### src/design/flow_pinned_least_load_balancer_top_macros.svh
// ---------------------------------------------------------------------------
// Assertion macros for the flow balancer
// ---------------------------------------------------------------------------
`ifndef FLOW_PINNED_LEAST_LOAD_BALANCER_TOP_MACROS_SVH
`define FLOW_PINNED_LEAST_LOAD_BALANCER_TOP_MACROS_SVH

// same-cycle implication
`define FLPL_ASSERT_NOW(label, clk, rst, ante, cons, msg) \
   label: assert property (@(posedge clk) disable iff (rst) (ante) |-> (cons)) \
      else $error(msg);

// next-cycle implication
`define FLPL_ASSERT_NEXT(label, clk, rst, ante, cons, msg) \
   label: assert property (@(posedge clk) disable iff (rst) (ante) |=> (cons)) \
      else $error(msg);

`endif

### src/design/flpl_pkg.sv
`timescale 1ns / 1ps
// ---------------------------------------------------------------------------
// flpl_pkg
// Types and constants shared by the flow balancer modules.
// ---------------------------------------------------------------------------
package flpl_pkg;

   typedef struct packed {
      logic [31:0] arrival_ms;
      logic [15:0] src_host;
      logic [15:0] dst_host;
      logic [15:0] src_port;
      logic [15:0] dst_port;
      logic [15:0] payload_bytes;
   } req_type;

   typedef struct packed {
      logic [1:0]  chosen_link;
      logic        new_flow;
      logic [1:0]  rr_link;
      logic        in_window;
      logic [11:0] window_index;
   } rsp_type;

   // controller -> datapath
   typedef struct packed {
      logic clear_step;
      logic load_in;
      logic hash1;
      logic hash2;
      logic hash3;
      logic read;
      logic commit;
   } cmd_type;

   // datapath -> controller
   typedef struct packed {
      logic clear_last;
   } status_type;

   // register index, taken from paddr[2]
   localparam logic REG_WINDOW_LENGTH = 1'b0;

   localparam logic [29:0] WINDOW_RESET     = 30'd300000;
   localparam logic [11:0] WINDOW_COUNT_MAX = 12'd4095;

   // lane hash: (src_host * HASH_MUL) mod LANE_MOD, folded to a 12-bit multiplier
   localparam logic [63:0] HASH_MUL   = 64'd1099511628211;
   localparam logic [11:0] LANE_MOD   = 12'd3233;
   localparam logic [11:0] LANE_MUL   = 12'(HASH_MUL % 64'(LANE_MOD));
   localparam logic [31:0] LANE_RECIP = 32'((64'd1 << 32) / 64'(LANE_MOD));

endpackage

### src/design/flpl_ctrl.sv
`timescale 1ns / 1ps
// ---------------------------------------------------------------------------
// flpl_ctrl
// Sequencer: table clear after reset, then hash, read and commit per request.
// ---------------------------------------------------------------------------
module flpl_ctrl (
   input  logic                 clock,
   input  logic                 reset,
   input  logic                 req_valid,
   output logic                 req_ready,
   output logic                 rsp_valid,
   input  logic                 rsp_ready,
   input  flpl_pkg::status_type status,
   output flpl_pkg::cmd_type    cmd
);

   typedef enum logic [2:0] {
      S_CLEAR,
      S_IDLE,
      S_HASH1,
      S_HASH2,
      S_HASH3,
      S_READ,
      S_COMMIT
   } state_type;

   state_type state_ff, state_in;
   logic      req_ready_ff, req_ready_in;
   logic      rsp_valid_ff, rsp_valid_in;
   logic      slot_free;

   assign slot_free = !rsp_valid_ff || rsp_ready;

   always_comb begin
      state_in     = state_ff;
      req_ready_in = req_ready_ff;
      rsp_valid_in = rsp_valid_ff && !rsp_ready;
      cmd          = '0;
      case (state_ff)
         S_CLEAR: begin
            cmd.clear_step = 1'b1;
            if (status.clear_last) begin
               state_in     = S_IDLE;
               req_ready_in = 1'b1;
            end
         end
         S_IDLE: begin
            if (req_valid && req_ready_ff) begin
               cmd.load_in  = 1'b1;
               req_ready_in = 1'b0;
               state_in     = S_HASH1;
            end
         end
         S_HASH1: begin
            cmd.hash1 = 1'b1;
            state_in  = S_HASH2;
         end
         S_HASH2: begin
            cmd.hash2 = 1'b1;
            state_in  = S_HASH3;
         end
         S_HASH3: begin
            cmd.hash3 = 1'b1;
            state_in  = S_READ;
         end
         S_READ: begin
            cmd.read = 1'b1;
            state_in = S_COMMIT;
         end
         S_COMMIT: begin
            // hold here until the output register can take the result
            if (slot_free) begin
               cmd.commit   = 1'b1;
               rsp_valid_in = 1'b1;
               req_ready_in = 1'b1;
               state_in     = S_IDLE;
            end
         end
         default: begin
            state_in     = S_CLEAR;
            req_ready_in = 1'b0;
         end
      endcase
   end

   always_ff @(posedge clock) begin
      if (reset) begin
         state_ff     <= S_CLEAR;
         req_ready_ff <= 1'b0;
         rsp_valid_ff <= 1'b0;
      end else begin
         state_ff     <= state_in;
         req_ready_ff <= req_ready_in;
         rsp_valid_ff <= rsp_valid_in;
      end
   end

   assign req_ready = req_ready_ff;
   assign rsp_valid = rsp_valid_ff;

endmodule

### config.mk
export PLATFORM = sky130hd
export DESIGN_NAME = flpl_ctrl
export DESIGN_NICKNAME = d
export VERILOG_FILES = /design/src/design/flow_pinned_least_load_balancer_top_macros.svh /design/src/design/flpl_pkg.sv /design/src/design/flpl_ctrl.sv
export SDC_FILE = /design/constraint.sdc
export NUM_CORES = 1
export LEC_CHECK = 0
export CAP_MARGIN = 20
export CORE_AREA = 10 10 47 49
export DETAILED_ROUTE_END_ITERATION = 16
export DIE_AREA = 0 0 57 59
export DONT_BUFFER_PORTS = 1
export SETUP_SLACK_MARGIN = 0.3
export SLEW_MARGIN = 0
export SYNTH_ARGS = -nofsm -noshare
export SYNTH_HDL_FRONTEND = slang
export SYNTH_SLANG_ARGS = --single-unit
### constraint.sdc
create_clock -name clock -period 1.21 [get_ports clock]
set_input_delay 0.363 -clock clock [delete_from_list [all_inputs] [get_ports clock]]
set_output_delay 0.363 -clock clock [all_outputs]
set_load 0.01 [all_outputs]
==> out/metrics.yaml, run 1 <==
wire_per_inst_um: 14.6
final_antenna_net_count: 0
layout-drive-gt1-share: 0.735
drt-initial-drc-count: 6
critical_path_class: "reg -> out"
rows: 14
syn_area_per_cell_um2: 8.94
syn2layout_area_growth_pct: 73.6
coreArea_um2: 1400
first_pass_iters: 4
gr-usage-all-layers: 0.0634
post-route-period-util: 1.14
first_global_vias: 355
port_buffers: 0
num_antenna_cells: 0
grt_pass1_wl_um: 1690
hp-class: "in -> reg"
clkTransAtPathRegs_ns: 0.04
synth_fp_nets: 40
violations: "setup timing"
synth_seq_cells: 5
vdd.ir_drop.worst_mv: 0.623
io_pins: 14
arrival_ns: 1.02
crit_slowest_cell: "dfxtp_2"
die_area_um2: 3360
synth_cells: 35
cts_num_sinks: 5
power.density_nw_per_um2: 943
period_needed_ns: 1.38
drv_slew: 0
crit_path_start_kind: "register"
place_congestion: 0.725
required_ns: 0.85
crit_path_cell_trace: "buf_6, nor2_2, and4_4"
via_per_inst: 4.98
cts_buffer_depth: 2
synth_area_um2: 313
grt_overflow: 0
synth_cell_types: 23
cap_viol_max_count: 0
final_core_util: 0.388
min_from: "reset"
relSlewSlack: 0.831
grt_max_degree: 9
cp_max_fo: 3
endpoint_kind: "output pin"
dp_hpwl_um: 703
tightest_slew_ns: 0.252
clock_skew_ns: 0.000252
grt_setup_unrepaired: "yes"
status: "complete, but fails checks"
dieWidth_um: 57
place_ws_ns: -0.0127
numCtsBuffers: 3
final.setup.worst_slack_ns: -0.169
rr_startpoint: "state_ff[0]"
cts_tree: "yes"
dp.cells: 56
synth-seq-area-share: 0.320
antenna_found_initial: 0
hold_viol_final: 0
p_leak_nw: 0.222
clk_latency_ns: 0.24
busiest_layer: "met2"
setup_viol_count_final: 7
slowest_delay_ns: 0.32
route.detailed.drc: 0
ys_warn_count: 0
initial_core_util: 0.223
stdcell_count: 65
h-tree-depth: 1
use_met3: 0.0494
met1_usage: 0.0556
routed_wirelength_um: 950
crit_start: "state_ff[2]"
fin_nets: 55
max_clock_freq_mhz: 725
crit_buf_inv: 1
use_met2: 0.110
root_buffer: "clkbuf_4"
crit_family: "simple AND/OR/NAND/NOR gates"
die_y_um: 59
via_count: 324
holdBufCountCts: 0
layer usage:
layer / up-vias / part of all wire
li1: 159 / -
met4: 0 / 0.036
met5: - / 0
met1: 147 / 0.32
met2: 14 / 0.52
met3: 4 / 0.11
layout make-up:
type,count,area (um2)
repair buffers,12,121
multi-input cells,25,248
fillers,150,858
clock buffers,4,26.3
inverters,3,13.8
well taps,16,20.0
flip-flops and latches,5,114
cell usage in the layout (no fill, tap or decap), types with 2 or more instances in the layout:
cell type / instances
a21oi_1: 3
a221oi_2: 2
buf_4: 6
buf_6: 5
clkbuf_4: 3
dfxtp_2: 2
dfxtp_4: 3
inv_1: 2
nand2b_4: 2
logic make-up (layout without fill, tap and decap cells):
family / after synthesis / count (layout) / synth area share
AOI/OAI and AO/OA: 11 / 11 / 0.292
DFF: 5 / 5 / 0.320
buffers and inverters: 5 / 19 / 0.0880
and+or+nand+nor: 14 / 14 / 0.300
power breakdown:
| group | switching (W) | internal (W) |
|---|---|---|
| clock network | 0.0000683 | 0.000125 |
| logic | 0.0000471 | 0.0000826 |
| registers | 0.0000171 | 0.000172 |
repair_timing:
item                       4_1_cts  5_1_grt
pin swaps                        5        3
setup buffers                    5        0
gates cloned                     0        0
gates resized for setup          9        7
setup endpoints to repair       13       13
metrics by stage:
| step | total power [W] | TNS, ns | hold slack (ns) | instance area, um2 |
|---|---|---|---|---|
| 3_3_place_gp | 0.000288 | 0 | 0.426 | 440 |
| 2_1_floorplan | 0.000255 | 0 | 0.422 | 378 |
| 4_1_cts | 0.000515 | -1.27 | 0.171 | 529 |
| 3_5_place_dp | 0.000289 | -0.0127 | 0.429 | 440 |
| 6_report | 0.000512 | -0.992 | 0.174 | 543 |
| 5_1_grt | 0.000545 | -1.47 | 0.162 | 543 |
synthesized netlist by cell type, drive strengths merged:
library cell	count	share of area
dfxtp	5	0.32
a21oi	3	0.048
inv	3	0.036
a221oi	2	0.076
buf	2	0.052
nand2b	2	0.040
nor2	2	0.024
nor2b	2	0.040
nor3	2	0.048
nor3b	2	0.048
a2111oi	1	0.048
a211o	1	0.028
a21o	1	0.024
a22o	1	0.028
and2	1	0.024
and3	1	0.024
and4	1	0.036
nand3	1	0.016
o21a	1	0.024
o21ai	1	0.016
registers in the layout (all words and copies together), names as in the netlist:
name,cells
state_ff,3
req_ready,1
rsp_valid,1
worst paths after layout:
| path | depth (start not counted) | slack (ns) | end |
|---|---|---|---|
| setup / recovery | 3 | -0.17 | cmd[5] |
| hold / removal | 1 | 0.17 | rsp_valid |
| setup reg to reg | 5 | 0.01 | req_ready |
| hold reg to reg | 2 | 0.52 | rsp_valid |
(Power assumes the default switching activity.)
==> run 2: changes to the inputs <==
--- a/config.mk
+++ b/config.mk
@@ -10,6 +10,7 @@
 export DETAILED_ROUTE_END_ITERATION = 16
 export DIE_AREA = 0 0 57 59
 export DONT_BUFFER_PORTS = 1
+export REMOVE_ABC_BUFFERS = 1
 export SETUP_SLACK_MARGIN = 0.3
 export SLEW_MARGIN = 0
 export SYNTH_ARGS = -nofsm -noshare
==> run 2 against run 1 <==
Compared with the run above:
- fmax shrank 2.2%
- via count grew 7.1%
- largest power group unchanged
- the run still ends with setup timing left
- critical endpoint is now cmd[3]
- highest routed layer is now met3
- non-clock buffer count increased by 4
- sequential cell count did not move
- largest cell class unchanged
- global-route usage rose by 0.37 points
==> out/metrics.yaml, run 2 (synthesis gave the netlist of run 1 again) <==
status: "complete, but fails checks"
violations: "setup timing"
place_congestion: 0.802  # +11%
critical_path_class: "reg -> out"
routed_wirelength_um: 1100  # +16%
rows: 14  # unchanged
numCtsBuffers: 3  # unchanged
fin_nets: 59  # +7.3%
rr_startpoint: "state_ff[1]"
arrival_ns: 1.05  # +0.03 ns
layout-drive-gt1-share: 0.717  # -0.0177
multi_input_area_um2: 231  # -6.6%
grt_overflow: 0  # unchanged
route.detailed.drc: 0  # unchanged
grt_pass1_wl_um: 1800  # +6.5%
num_antenna_cells: 0  # unchanged
rrSetupSlack_ns: -0.04  # -0.05 ns
final_antenna_net_count: 0  # unchanged
die_y_um: 59  # unchanged
grt_setup_unrepaired: "yes"
via_count: 347  # +7.1%
post-route-period-util: 1.16  # +0.0253
hold_viol_final: 0  # unchanged
place_ws_ns: -0.0773  # -0.0646 ns
cts_buffer_depth: 2  # unchanged
endpoint_kind: "output pin"
crit_path_start_kind: "register"
vdd.ir_drop.worst_mv: 0.433  # -31%
port_buffers: 0  # unchanged
reg2reg_depth: 6  # +1
drv_slew: 0  # unchanged
coreArea_um2: 1400  # unchanged
first_global_vias: 400  # +13%
final.setup.worst_slack_ns: -0.199  # -0.0306 ns
cap_viol_max_count: 0  # unchanged
postLayoutCellArea_um2: 556  # +2.3%
io_pins: 14  # unchanged
wire_per_inst_um: 15.9  # +8.9%
antenna_found_initial: 0  # unchanged
hp-class: "in -> reg"
reg2reg_to: "req_ready"
clk_latency_ns: 0.25  # about the same
grt_max_degree: 12  # +3
place_area_um2: 399  # -9.4%
p_leak_nw: 0.232  # +4.4%
dieWidth_um: 57  # unchanged
tightest_slew_ns: 0.288  # +0.0360 ns
h-tree-depth: 1  # unchanged
endpoint: "cmd[3]"
regMostFlops: "state_ff"
setup_viol_count_final: 9  # +2
fin_tns_setup_ns: -1.18  # -0.186 ns
drt-initial-drc-count: 10  # +4
cp_max_fo: 7  # +4
largest_reg_flops: 3  # unchanged
max_clock_freq_mhz: 709  # -2.2%
initial_core_util: 0.223  # unchanged
cts_num_sinks: 5  # unchanged
die_area_um2: 3360  # unchanged
cts_tree: "yes"
clock_skew_ns: 0.00126  # +0.00100 ns
regArea_um2: 116  # +2.2%
relSlewSlack: 0.808  # -0.0235
required_ns: 0.85  # about the same
final_cell_mix: "8 x buf_4, 8 x buf_6, 4 x dfxtp_4, 3 x clkbuf_4"
crit_start: "state_ff[2]"
clkTransAtPathRegs_ns: 0.05  # about the same
period_needed_ns: 1.41  # +0.0306 ns
first_pass_iters: 4  # unchanged
n_fill_cell: 150  # unchanged
power.density_nw_per_um2: 930  # -1.4%
via_per_inst: 5.03  # +0.89%
gr-usage-all-layers: 0.0671  # +0.00365
syn2layout_area_growth_pct: 77.6
root_buffer: "clkbuf_4"
-- run 2: cell type report --
cell class	count	area share
Clock buffer	4	0.0473
Inverter	3	0.0203
Multi-Input combinational cell	25	0.417
Sequential cell	5	0.209
Tap cell	16	0.0360
Timing Repair Buffer	16	0.270
-- run 2: report_power, final --
group	internal, W	total (W)	switching, W
registers	0.000170	0.000190	0.0000201
logic	0.0000809	0.000125	0.0000440
clock network	0.000125	0.000202	0.0000764
total	0.000376	0.000516	0.000141
-- run 2: how the worst min path moves through the flow --
stage / from / end / depth (start not counted)
floorplan: reset / req_ready / 1
global route: reset / state_ff[1] / 1
finish: reset / state_ff[1] / 1
global placement: reset / req_ready / 1
detailed placement: reset / req_ready / 1
CTS: reset / state_ff[1] / 1
-- run 2: per-stage QoR --
| stage | utilization | std cells | total power (W) | hold WS (ns) |
|---|---|---|---|---|
| floorplan | - | 33 | 0.000233 | 0.432 |
| global placement | 0.285 | 60 | 0.000265 | 0.434 |
| detailed placement | 0.285 | 60 | 0.000267 | 0.435 |
| CTS | 0.369 | 68 | 0.000505 | 0.166 |
| global route | 0.396 | 69 | 0.000546 | 0.160 |
| finish | 0.396 | 69 | 0.000516 | 0.168 |
-- run 2: timing repair --
| action | 4_1_cts | 5_1_grt |
|---|---|---|
| gates resized for setup | 19 | 8 |
| buffers inserted | 4 | 1 |
| pin swaps | 6 | 5 |
| hold buffers | 0 | 0 |
| endpoints found under the setup margin | 14 | 14 |
-- run 2: routing by layer --
metal	vias to the layer above	part of all wire	global-route usage	routed length [um]
li1	166	-	-	-
met1	166	0.41	0.0679	447
met2	15	0.48	0.110	532
met3	0	0.11	0.0386	117
met4	0	0	0.0302	0
met5	-	0	0	0
-- run 2: critical path: stages, from the launching register on --
cell and delay, ns:
dfxtp_4 0.36, buf_6 0.13, nor3b_2 0.16, buf_4 0.15
