<file path="src/design/flow_pinned_least_load_balancer_top_macros.svh">
// ---------------------------------------------------------------------------
// Assertion macros for the flow balancer
// ---------------------------------------------------------------------------
`ifndef FLOW_PINNED_LEAST_LOAD_BALANCER_TOP_MACROS_SVH
`define FLOW_PINNED_LEAST_LOAD_BALANCER_TOP_MACROS_SVH

// same-cycle implication
`define FLPL_ASSERT_NOW(label, clk, rst, ante, cons, msg) \
   label: assert property (@(posedge clk) disable iff (rst) (ante) |-> (cons)) \
      else $error(msg);

// next-cycle implication
`define FLPL_ASSERT_NEXT(label, clk, rst, ante, cons, msg) \
   label: assert property (@(posedge clk) disable iff (rst) (ante) |=> (cons)) \
      else $error(msg);

`endif

</file>
<file path="src/design/flpl_pkg.sv">
`timescale 1ns / 1ps
// ---------------------------------------------------------------------------
// flpl_pkg
// Types and constants shared by the flow balancer modules.
// ---------------------------------------------------------------------------
package flpl_pkg;

   typedef struct packed {
      logic [31:0] arrival_ms;
      logic [15:0] src_host;
      logic [15:0] dst_host;
      logic [15:0] src_port;
      logic [15:0] dst_port;
      logic [15:0] payload_bytes;
   } req_type;

   typedef struct packed {
      logic [1:0]  chosen_link;
      logic        new_flow;
      logic [1:0]  rr_link;
      logic        in_window;
      logic [11:0] window_index;
   } rsp_type;

   // controller -> datapath
   typedef struct packed {
      logic clear_step;
      logic load_in;
      logic hash1;
      logic hash2;
      logic hash3;
      logic read;
      logic commit;
   } cmd_type;

   // datapath -> controller
   typedef struct packed {
      logic clear_last;
   } status_type;

   // register index, taken from paddr[2]
   localparam logic REG_WINDOW_LENGTH = 1'b0;

   localparam logic [29:0] WINDOW_RESET     = 30'd300000;
   localparam logic [11:0] WINDOW_COUNT_MAX = 12'd4095;

   // lane hash: (src_host * HASH_MUL) mod LANE_MOD, folded to a 12-bit multiplier
   localparam logic [63:0] HASH_MUL   = 64'd1099511628211;
   localparam logic [11:0] LANE_MOD   = 12'd3233;
   localparam logic [11:0] LANE_MUL   = 12'(HASH_MUL % 64'(LANE_MOD));
   localparam logic [31:0] LANE_RECIP = 32'((64'd1 << 32) / 64'(LANE_MOD));

endpackage

</file>
<file path="src/design/flpl_csr.sv">
`timescale 1ns / 1ps
// ---------------------------------------------------------------------------
// flpl_csr
// APB register slice holding the window length.
// ---------------------------------------------------------------------------
module flpl_csr (
   input  logic        clock,
   input  logic        reset,
   input  logic        csr_psel,
   input  logic        csr_penable,
   input  logic        csr_pwrite,
   input  logic [2:0]  csr_paddr,
   input  logic [31:0] csr_pwdata,
   output logic [31:0] csr_prdata,
   output logic        csr_pready,
   output logic [29:0] window_length
);

   logic [29:0] window_length_ff;
   logic [29:0] window_length_in;
   logic        wr_en;

   assign csr_pready = 1'b1;
   assign wr_en = csr_psel && csr_penable && csr_pwrite &&
                  (csr_paddr[2] == flpl_pkg::REG_WINDOW_LENGTH);

   always_comb begin
      window_length_in = window_length_ff;
      if (wr_en) begin
         window_length_in = csr_pwdata[29:0];
      end
   end

   always_ff @(posedge clock) begin
      if (reset) begin
         window_length_ff <= flpl_pkg::WINDOW_RESET;
      end else begin
         window_length_ff <= window_length_in;
      end
   end

   always_comb begin
      csr_prdata = 32'd0;
      if (csr_paddr[2] == flpl_pkg::REG_WINDOW_LENGTH) begin
         csr_prdata = {2'b00, window_length_ff};
      end
   end

   assign window_length = window_length_ff;

endmodule

</file>
<file path="config.mk">
export PLATFORM = sky130hd
export DESIGN_NAME = flpl_csr
export DESIGN_NICKNAME = d
export VERILOG_FILES = /design/src/design/flow_pinned_least_load_balancer_top_macros.svh /design/src/design/flpl_pkg.sv /design/src/design/flpl_csr.sv
export SDC_FILE = /design/constraint.sdc
export NUM_CORES = 1
export LEC_CHECK = 0
export BUFFER_PORTS_ARGS = -buffer_cell sky130_fd_sc_hd__buf_2
export CAP_MARGIN = 5
export CORE_MARGIN = 1.5
export CORE_UTILIZATION = 45
export CTS_CLUSTER_DIAMETER = 100
export DETAILED_ROUTE_END_ITERATION = 16
export GPL_TIMING_DRIVEN = 0
export PLACE_DENSITY = 0.86
export SYNTH_ARGS = -nofsm -noshare
export SYNTH_HDL_FRONTEND = slang
export SYNTH_SLANG_ARGS = --single-unit
export TNS_END_PERCENT = 5
</file>
<file path="constraint.sdc">
create_clock -name clock -period 1.7 [get_ports clock]
set_clock_uncertainty 0.2 [all_clocks]
set_input_delay 0.34 -clock clock [delete_from_list [all_inputs] [get_ports clock]]
set_output_delay 0.34 -clock clock [all_outputs]
set_load 0.02 [all_outputs]
</file>
==> results.json, run 1 <==
{
  "status": "finished clean",
  "routed_wl_um": 3667,
  "fmax_ghz": 0.6447,
  "dr.pass1.iters": 6,
  "grt_pass1_wl_um": 5520,
  "cp_data_arrival_time_ns": 1.01,
  "postCtsHoldBufs": 0,
  "stdcell_area_um2": 2165,
  "numCtsBuffers": 5,
  "antenna_left": 0,
  "cts_tree": "yes",
  "detailed_place.area_um2": 2101,
  "seq_area_frac_synth_pct": 38.28,
  "required_ns": 1.16,
  "pin_count": 103,
  "antenna_found_initial": 0,
  "core_um2": 3337,
  "pwr_density_cell_nw_per_um2": 645.8,
  "insertion_delay_ns": 0.31,
  "die_w_um": 62.05,
  "gr-usage-met3_pct": 4.141,
  "dp.final_hpwl_um": 2815,
  "nets": 311,
  "layout.cells.most_common_list": "94 x buf_2, 44 x nand2b_1, 30 x nor2b_1, 30 x mux2i_1, 30 x dfxtp_1",
  "setup_viol": 0,
  "final_common_cell": "buf_2",
  "rsz0062_at_grt": "false",
  "synth_area_leader_cell": "dfxtp_1",
  "wl_per_cell_um": 11.53,
  "drtIter0Drc": 29,
  "fin_ws_ns": 0.1489,
  "postCtsSetupRepairBufs": 0,
  "hold_slack_ns": 0.06884,
  "start_kind": "input port",
  "drive_above_1_share_pct": 40.81,
  "detail_route.vias_per_cell": 4.525,
  "start_util_pct": 47.02,
  "gp_congestion": 0.6980,
  "syn_avg_cell_area_um2": 9.284,
  "io_buffers": 94,
  "drv_slew": 0,
  "max-cap-violations": 0,
  "clkTransAtPathRegs_ns": 0.09,
  "ys_warn_count": 0,
  "row_count": 21,
  "vias": 1439,
  "setup-tns-final_ns": 0,
  "globalRouteMet1Util_pct": 23.69,
  "top_usage_layer": "met2",
  "cts.sinks": 30,
  "cts_buffer_depth": 2,
  "p_leak_nw": 1.026,
  "use_met2_pct": 34.23,
  "finalCritPeriodShare_pct": 91.24,
  "worst-path-max-fanout": 10,
  "diodes": 0,
  "crit_type": "input port to output pin",
  "grt_overflow": 0,
  "yosysUniqueCellTypes": 11,
  "grt_start_max_net_pins": 11,
  "worstHoldPathType": "input port to flop",
  "hold_viol_final": 0,
  "clockRootBuffer": "clkbuf_4",
  "syn_inst": 169,
  "grt_pass1_vias": 1243,
  "synth_area_um2": 1569,
  "cts_max_level": 2,
  "yosys-top-cells-area": "dfxtp_1 38%, mux2i_1 19%, nand2b_1 18%",
  "end_kind": "output pin",
  "die_h_um": 62.05,
  "dieArea_um2": 3850,
  "largest_register_ffs": 30,
  "track_usage_pct": 19.79,
  "fin_crit_ns": 1.551,
  "dp_slack_ns": 0.002479,
  "synth_top_area_share_pct": 38.28,
  "drc": 0,
  "utilization_pct": 64.87,
  "area_growth_pct": 37.96,
  "synth_seq_cells": 30,
  "max-vdd-ir-drop_uv": 464.4
}
## final timing paths
| check | start | endpoint | slack (ns) | cells after the start |
|---|---|---|---|---|
| worst min register to register | window_length[11] | window_length[11] | 0.29 | 2 |
| worst max-delay path | csr_paddr[2] | csr_prdata[4] | 0.15 | 4 |
| worst min-delay path | csr_pwdata[21] | window_length[21] | 0.07 | 3 |
| worst max register to register | window_length[5] | window_length[5] | 0.82 | 2 |
## critical path, stage by stage
cell and delay (ns):
buf_2 0.11, clkbuf_2 0.21, nor2b_1 0.16, buf_2 0.18
## synth_stat cells, drive strengths merged
cell    number
nand2b      44
dfxtp       30
nor2b       30
clkbuf       9
nor2        16
and4b        1
conb         2
buf          7
mux2i       30
## routing by layer
metal	wire [um]	share of wire [%]	up-vias
li1	-	-	733
met1	1507	41	653
met2	1912	52	48
met3	195	5.3	5
met4	52	1.4	0
met5	0	0	-
## through the flow
| step | power [mW] | instances |
|---|---|---|
| after CTS | 1.413 | 318 |
| after floorplan | 0.8956 | 170 |
| final | 1.398 | 318 |
| after global routing | 1.482 | 318 |
| after detailed placement | 0.9872 | 310 |
| after global placement | 0.9836 | 310 |
## repair_timing
item | CTS | global route
endpoints found under the hold margin | 0 | 0
gates resized for setup | 1 | 4
endpoints found under the setup margin | 1 | 14
## cell families after synthesis
group / Yosys count / synth area share (%)
simple gates: 91 / 33.97
flops: 30 / 38.28
mux: 30 / 19.14
other cells: 2 / 0.4786
buf+inv: 16 / 8.134
## where the power goes
part	switching (mW)	leakage, nW	internal, mW
combinational	0.129	0.747	0.112
clock	0.228	0.0353	0.200
sequential	0.0105	0.243	0.718
## final cells by class
cell class / instances / area (um2)
multi-input combinational: 124 / 844.6
tap: 46 / 57.56
clock inverter: 1 / 5.005
timing repair buffer: 94 / 470.5
clock buffer: 7 / 55.05
fill: 318 / 1172
sequential: 30 / 600.6
buffer: 16 / 131.4
(Power assumes the default switching activity.)
==> run 2, diff against run 1 <==
--- a/config.mk
+++ b/config.mk
@@ -12,7 +12,7 @@
 export CTS_CLUSTER_DIAMETER = 100
 export DETAILED_ROUTE_END_ITERATION = 16
 export GPL_TIMING_DRIVEN = 0
-export PLACE_DENSITY = 0.86
+export PLACE_DENSITY = 0.85
 export SYNTH_ARGS = -nofsm -noshare
 export SYNTH_HDL_FRONTEND = slang
 export SYNTH_SLANG_ARGS = --single-unit
==> results.json, run 2 (synthesis gave the netlist of run 1 again) <==
{
  "nets": 311,
  "max-vdd-ir-drop_uv": 470.2,
  "stdcell_area_um2": 2155,
  "layout.cells.most_common_list": "94 x buf_2, 44 x nand2b_1, 30 x nor2b_1, 30 x mux2i_1, 30 x dfxtp_1",
  "gp_congestion": 0.6685,
  "n_fill_cell": 315,
  "numCtsBuffers": 5,
  "max-cap-violations": 0,
  "area_growth_pct": 37.32,
  "largest_register_ffs": 30,
  "drc": 0,
  "required_ns": 1.16,
  "cts_max_level": 2,
  "routed_wl_um": 3425,
  "crit_type": "input port to output pin",
  "diodes": 0,
  "cts_tree": "yes",
  "cp-startpoint": "csr_paddr[2]",
  "r2r-start": "window_length[28]",
  "rsz0062_at_grt": "true",
  "clockRootBuffer": "clkbuf_4",
  "power.total_mw": 1.365,
  "hold_viol_final": 0,
  "pwr_density_cell_nw_per_um2": 633.4,
  "start_util_pct": 47.02,
  "core_um2": 3337,
  "dp.final_hpwl_um": 2681,
  "worst-path-max-fanout": 10,
  "grt_pass1_wl_um": 4974,
  "cp_data_arrival_time_ns": 1.08,
  "cts_buffer_depth": 2,
  "vias": 1431,
  "setup_viol": 0,
  "io_buffers": 94,
  "antenna_found_initial": 0,
  "status": "finished clean",
  "p_leak_nw": 1.018,
  "antenna_left": 0,
  "fin_crit_ns": 1.625,
  "fmax_ghz": 0.6154,
  "drtIter0Drc": 53,
  "pin_count": 103,
  "worstHoldPathType": "input port to flop",
  "row_count": 21,
  "drv_slew": 0,
  "detail_route.vias_per_cell": 4.528,
  "postCtsHoldBufs": 0,
  "track_usage_pct": 17.90,
  "end_kind": "output pin",
  "start_kind": "input port",
  "wl_per_cell_um": 10.84,
  "drive_above_1_share_pct": 40.37,
  "grt_start_max_net_pins": 11,
  "insertion_delay_ns": 0.31,
  "die_h_um": 62.05,
  "worstHoldStart": "csr_pwdata[14]",
  "cts.sinks": 30,
  "postCtsSetupRepairBufs": 0,
  "grt_overflow": 0,
  "final_common_cell": "buf_2",
  "finalCritPeriodShare_pct": 95.58,
  "clkTransAtPathRegs_ns": 0.09,
  "die_w_um": 62.05,
  "detailed_place.area_um2": 2101,
  "grt_pass1_vias": 1096,
  "dr.pass1.iters": 4,
  "dieArea_um2": 3850
}
[run 2: where the power goes]
| group | switching (mW) | leakage, nW | internal, mW |
|---|---|---|---|
| combinational | 0.127 | 0.744 | 0.112 |
| clock | 0.211 | 0.0302 | 0.186 |
| sequential | 0.0102 | 0.243 | 0.718 |
[run 2: worst max-delay path, cell delays in order]
cell and delay [ns]:
buf_2 0.10, clkbuf_1 0.37, nor2b_1 0.09, buf_2 0.17
[run 2: worst paths after layout]
check	endpoint	slack, ns	depth (start not counted)
max	csr_prdata[14]	0.08	4
min	window_length[14]	0.08	3
max reg2reg	window_length[28]	0.88	2
min reg2reg	window_length[3]	0.29	2
[run 2: layout make-up]
cell class,count,area (um2),area share (%)
Clock buffer,6,51.30,2.381
Tap cell,46,57.56,2.671
Timing Repair Buffer,94,470.5,21.84
Sequential cell,30,600.6,27.87
Buffer,16,130.1,6.039
Multi-Input combinational cell,124,844.6,39.20
[run 2: metal layers]
layer  share of wire [%]  GRT usage (%)  vias up
li1                    -              -      727
met1                  44          23.05      649
met2                  49          27.83       53
met3                 6.1          6.832        2
met4                0.79          5.471        0
met5                   0              0        -
[run 2: what timing repair did]
item,CTS,global route
cloned,0,0
setup endpoints to repair,1,13
gates resized for setup,1,2
[run 2: per-stage QoR]
step           setup TNS, ns  hold slack, ns  std cells  util [%]  setup WS, ns
2_1_floorplan              0          0.2953        170         -        0.3070
3_3_place_gp               0          0.2667        310     62.95     0.0002942
3_5_place_dp       -0.008090          0.2710        310     62.95     -0.008090
4_1_cts                    0         0.06287        316     64.53       0.04681
5_1_grt             -0.07172         0.05786        316     64.57      -0.02225
6_report                   0         0.07667        316     64.57       0.07510
==> run 3, diff against run 2 <==
--- a/config.mk
+++ b/config.mk
@@ -5,14 +5,14 @@
 export SDC_FILE = /design/constraint.sdc
 export NUM_CORES = 1
 export LEC_CHECK = 0
-export BUFFER_PORTS_ARGS = -buffer_cell sky130_fd_sc_hd__buf_2
 export CAP_MARGIN = 5
 export CORE_MARGIN = 1.5
-export CORE_UTILIZATION = 45
+export CORE_UTILIZATION = 66
 export CTS_CLUSTER_DIAMETER = 100
 export DETAILED_ROUTE_END_ITERATION = 16
+export DONT_BUFFER_PORTS = 1
 export GPL_TIMING_DRIVEN = 0
-export PLACE_DENSITY = 0.85
+export PLACE_DENSITY = 0.82
 export SYNTH_ARGS = -nofsm -noshare
 export SYNTH_HDL_FRONTEND = slang
 export SYNTH_SLANG_ARGS = --single-unit
==> results.json, run 3 (synthesis gave the netlist of run 1 again) <==
{
  "status": "complete, but fails checks",
  "violations": "setup timing",
  "worstHoldPathType": "input port to flop",
  "cts_max_level": 2,
  "detail_route.vias_per_cell": 5.674,
  "power_frac_clock_pct": 29.5,
  "postCtsSetupRepairBufs": 0,
  "numCtsBuffers": 5,
  "path_delay_family": "flip-flops",
  "start_util_pct": 70.25,
  "slowest_stage": "dfxtp_1",
  "crit_cells": 1,
  "largest_register_ffs": 30,
  "finalCritPeriodShare_pct": 101.6,
  "pwr_density_cell_nw_per_um2": 681.9,
  "drc": 0,
  "stdcell_area_um2": 2056,
  "cp_data_arrival_time_ns": 1.19,
  "p_seq_share_pct": 53.7,
  "vias": 1322,
  "grt_pass1_vias": 1353,
  "tightest_slew_ns": 0.8426,
  "dieArea_um2": 2679,
  "required_ns": 1.16,
  "p_int_mw": 1.020,
  "antenna_left": 0,
  "worst-path-max-fanout": 3,
  "power.total_mw": 1.402,
  "row_count": 17,
  "die_h_um": 51.76,
  "path_buf_inv": 0,
  "slowest_delay_ns": 0.52,
  "drtIter0Drc": 36,
  "n_fill_cell": 76,
  "p_leak_nw": 0.7533,
  "gp_congestion": 0.6591,
  "detailed_place.area_um2": 1608,
  "cts_buffer_depth": 2,
  "hold_depth": 2,
  "grt_start_max_net_pins": 11,
  "reg2regPathDepth": 2,
  "diodes": 0,
  "max-vdd-ir-drop_uv": 621.5,
  "fmax_ghz": 0.5789,
  "rsz0062_at_grt": "true",
  "p_sw_share_pct": 27.22,
  "dp.final_hpwl_um": 2274,
  "end_kind": "output pin",
  "start_kind": "flop",
  "setup-tns-final_ns": -0.04679,
  "hold_viol_final": 0,
  "fin_crit_ns": 1.727,
  "p_switching_mw": 0.3815,
  "fin_ws_ns": -0.02742,
  "grt_overflow": 0,
  "routed_wl_um": 4481,
  "area_growth_pct": 31.02,
  "die_w_um": 51.76,
  "antenna_found_initial": 0,
  "clockRootBuffer": "clkbuf_4",
  "dr.pass1.iters": 5,
  "crit_type": "flop to output pin",
  "grt_pass1_wl_um": 6341,
  "setup_viol": 4,
  "pin_count": 103,
  "track_usage_pct": 33.70,
  "hold_slack_ns": 0.02541,
  "insertion_delay_ns": 0.33,
  "cts_tree": "yes",
  "regArea_um2": 601.8,
  "multiInputGateArea_um2": 949.7,
  "comb_power_share_pct": 16.8,
  "io_buffers": 0,
  "final_common_cell": "nand2b_1",
  "layout.cells.most_common_list": "44 x nand2b_1, 30 x mux2i_1, 29 x dlygate4sd3_1, 29 x dfxtp_1, 24 x nor2b_2",
  "maxSlewHeadroom_pct": 43.83,
  "wl_per_cell_um": 19.23,
  "core_um2": 2233,
  "clkTransAtPathRegs_ns": 0.09,
  "utilization_pct": 92.04,
  "cts.sinks": 30,
  "nets": 246,
  "path_cells": "nor2b_2",
  "max-cap-violations": 0,
  "drive_above_1_share_pct": 21.46,
  "drv_slew": 0
}
==> run 3: cell type report <==
| class | instances | area share (%) |
|---|---|---|
| clock buffers | 6 | 2.495 |
| plain buffers | 16 | 6.208 |
| repair buffers | 29 | 14.12 |
| multi-input cells | 124 | 46.20 |
| well taps | 28 | 1.704 |
| flip-flops and latches | 30 | 29.28 |
==> run 3: power groups by stage <==
stage	combinational, mW	clock [mW]	sequential (mW)
5_1_grt	0.250	0.456	0.754
4_1_cts	0.216	0.416	0.750
3_5_place_dp	0.152	0	0.766
6_report	0.235	0.414	0.752
3_3_place_gp	0.148	0	0.766
2_1_floorplan	0.133	0	0.763
==> run 3: per-layer routing <==
layer / part of all wire, % / wire, um / up-vias / GRT usage [%]
met5: 0 / 0 / - / 0
met2: 53 / 2368 / 81 / 58.97
li1: - / - / 603 / -
met1: 37 / 1678 / 624 / 36.45
met3: 7.3 / 325 / 14 / 10.34
met4: 2.4 / 108 / 0 / 17.11
==> run 3: stage by stage <==
step,setup WS (ns),cells
after floorplan,0.3070,170
after global placement,0.1742,198
after detailed placement,0.1778,198
after CTS,0.004007,232
after global routing,-0.05895,233
final,-0.02742,233
==> run 3: what timing repair did <==
item                       4_1_cts  5_1_grt
setup endpoints to repair       30       26
hold endpoints to repair        28        1
gates resized for setup         31        6
hold buffers                    28        1
==> run 3: path summary, 6_finish.rpt <==
| check | slack (ns) | to | start |
|---|---|---|---|
| worst max-delay path | -0.03 | csr_prdata[21] | window_length[21] |
| worst max register to register | 0.64 | window_length[21] | window_length[21] |
| worst min register to register | 0.36 | window_length[26] | window_length[26] |
| worst min-delay path | 0.03 | window_length[6] | csr_pwdata[6] |
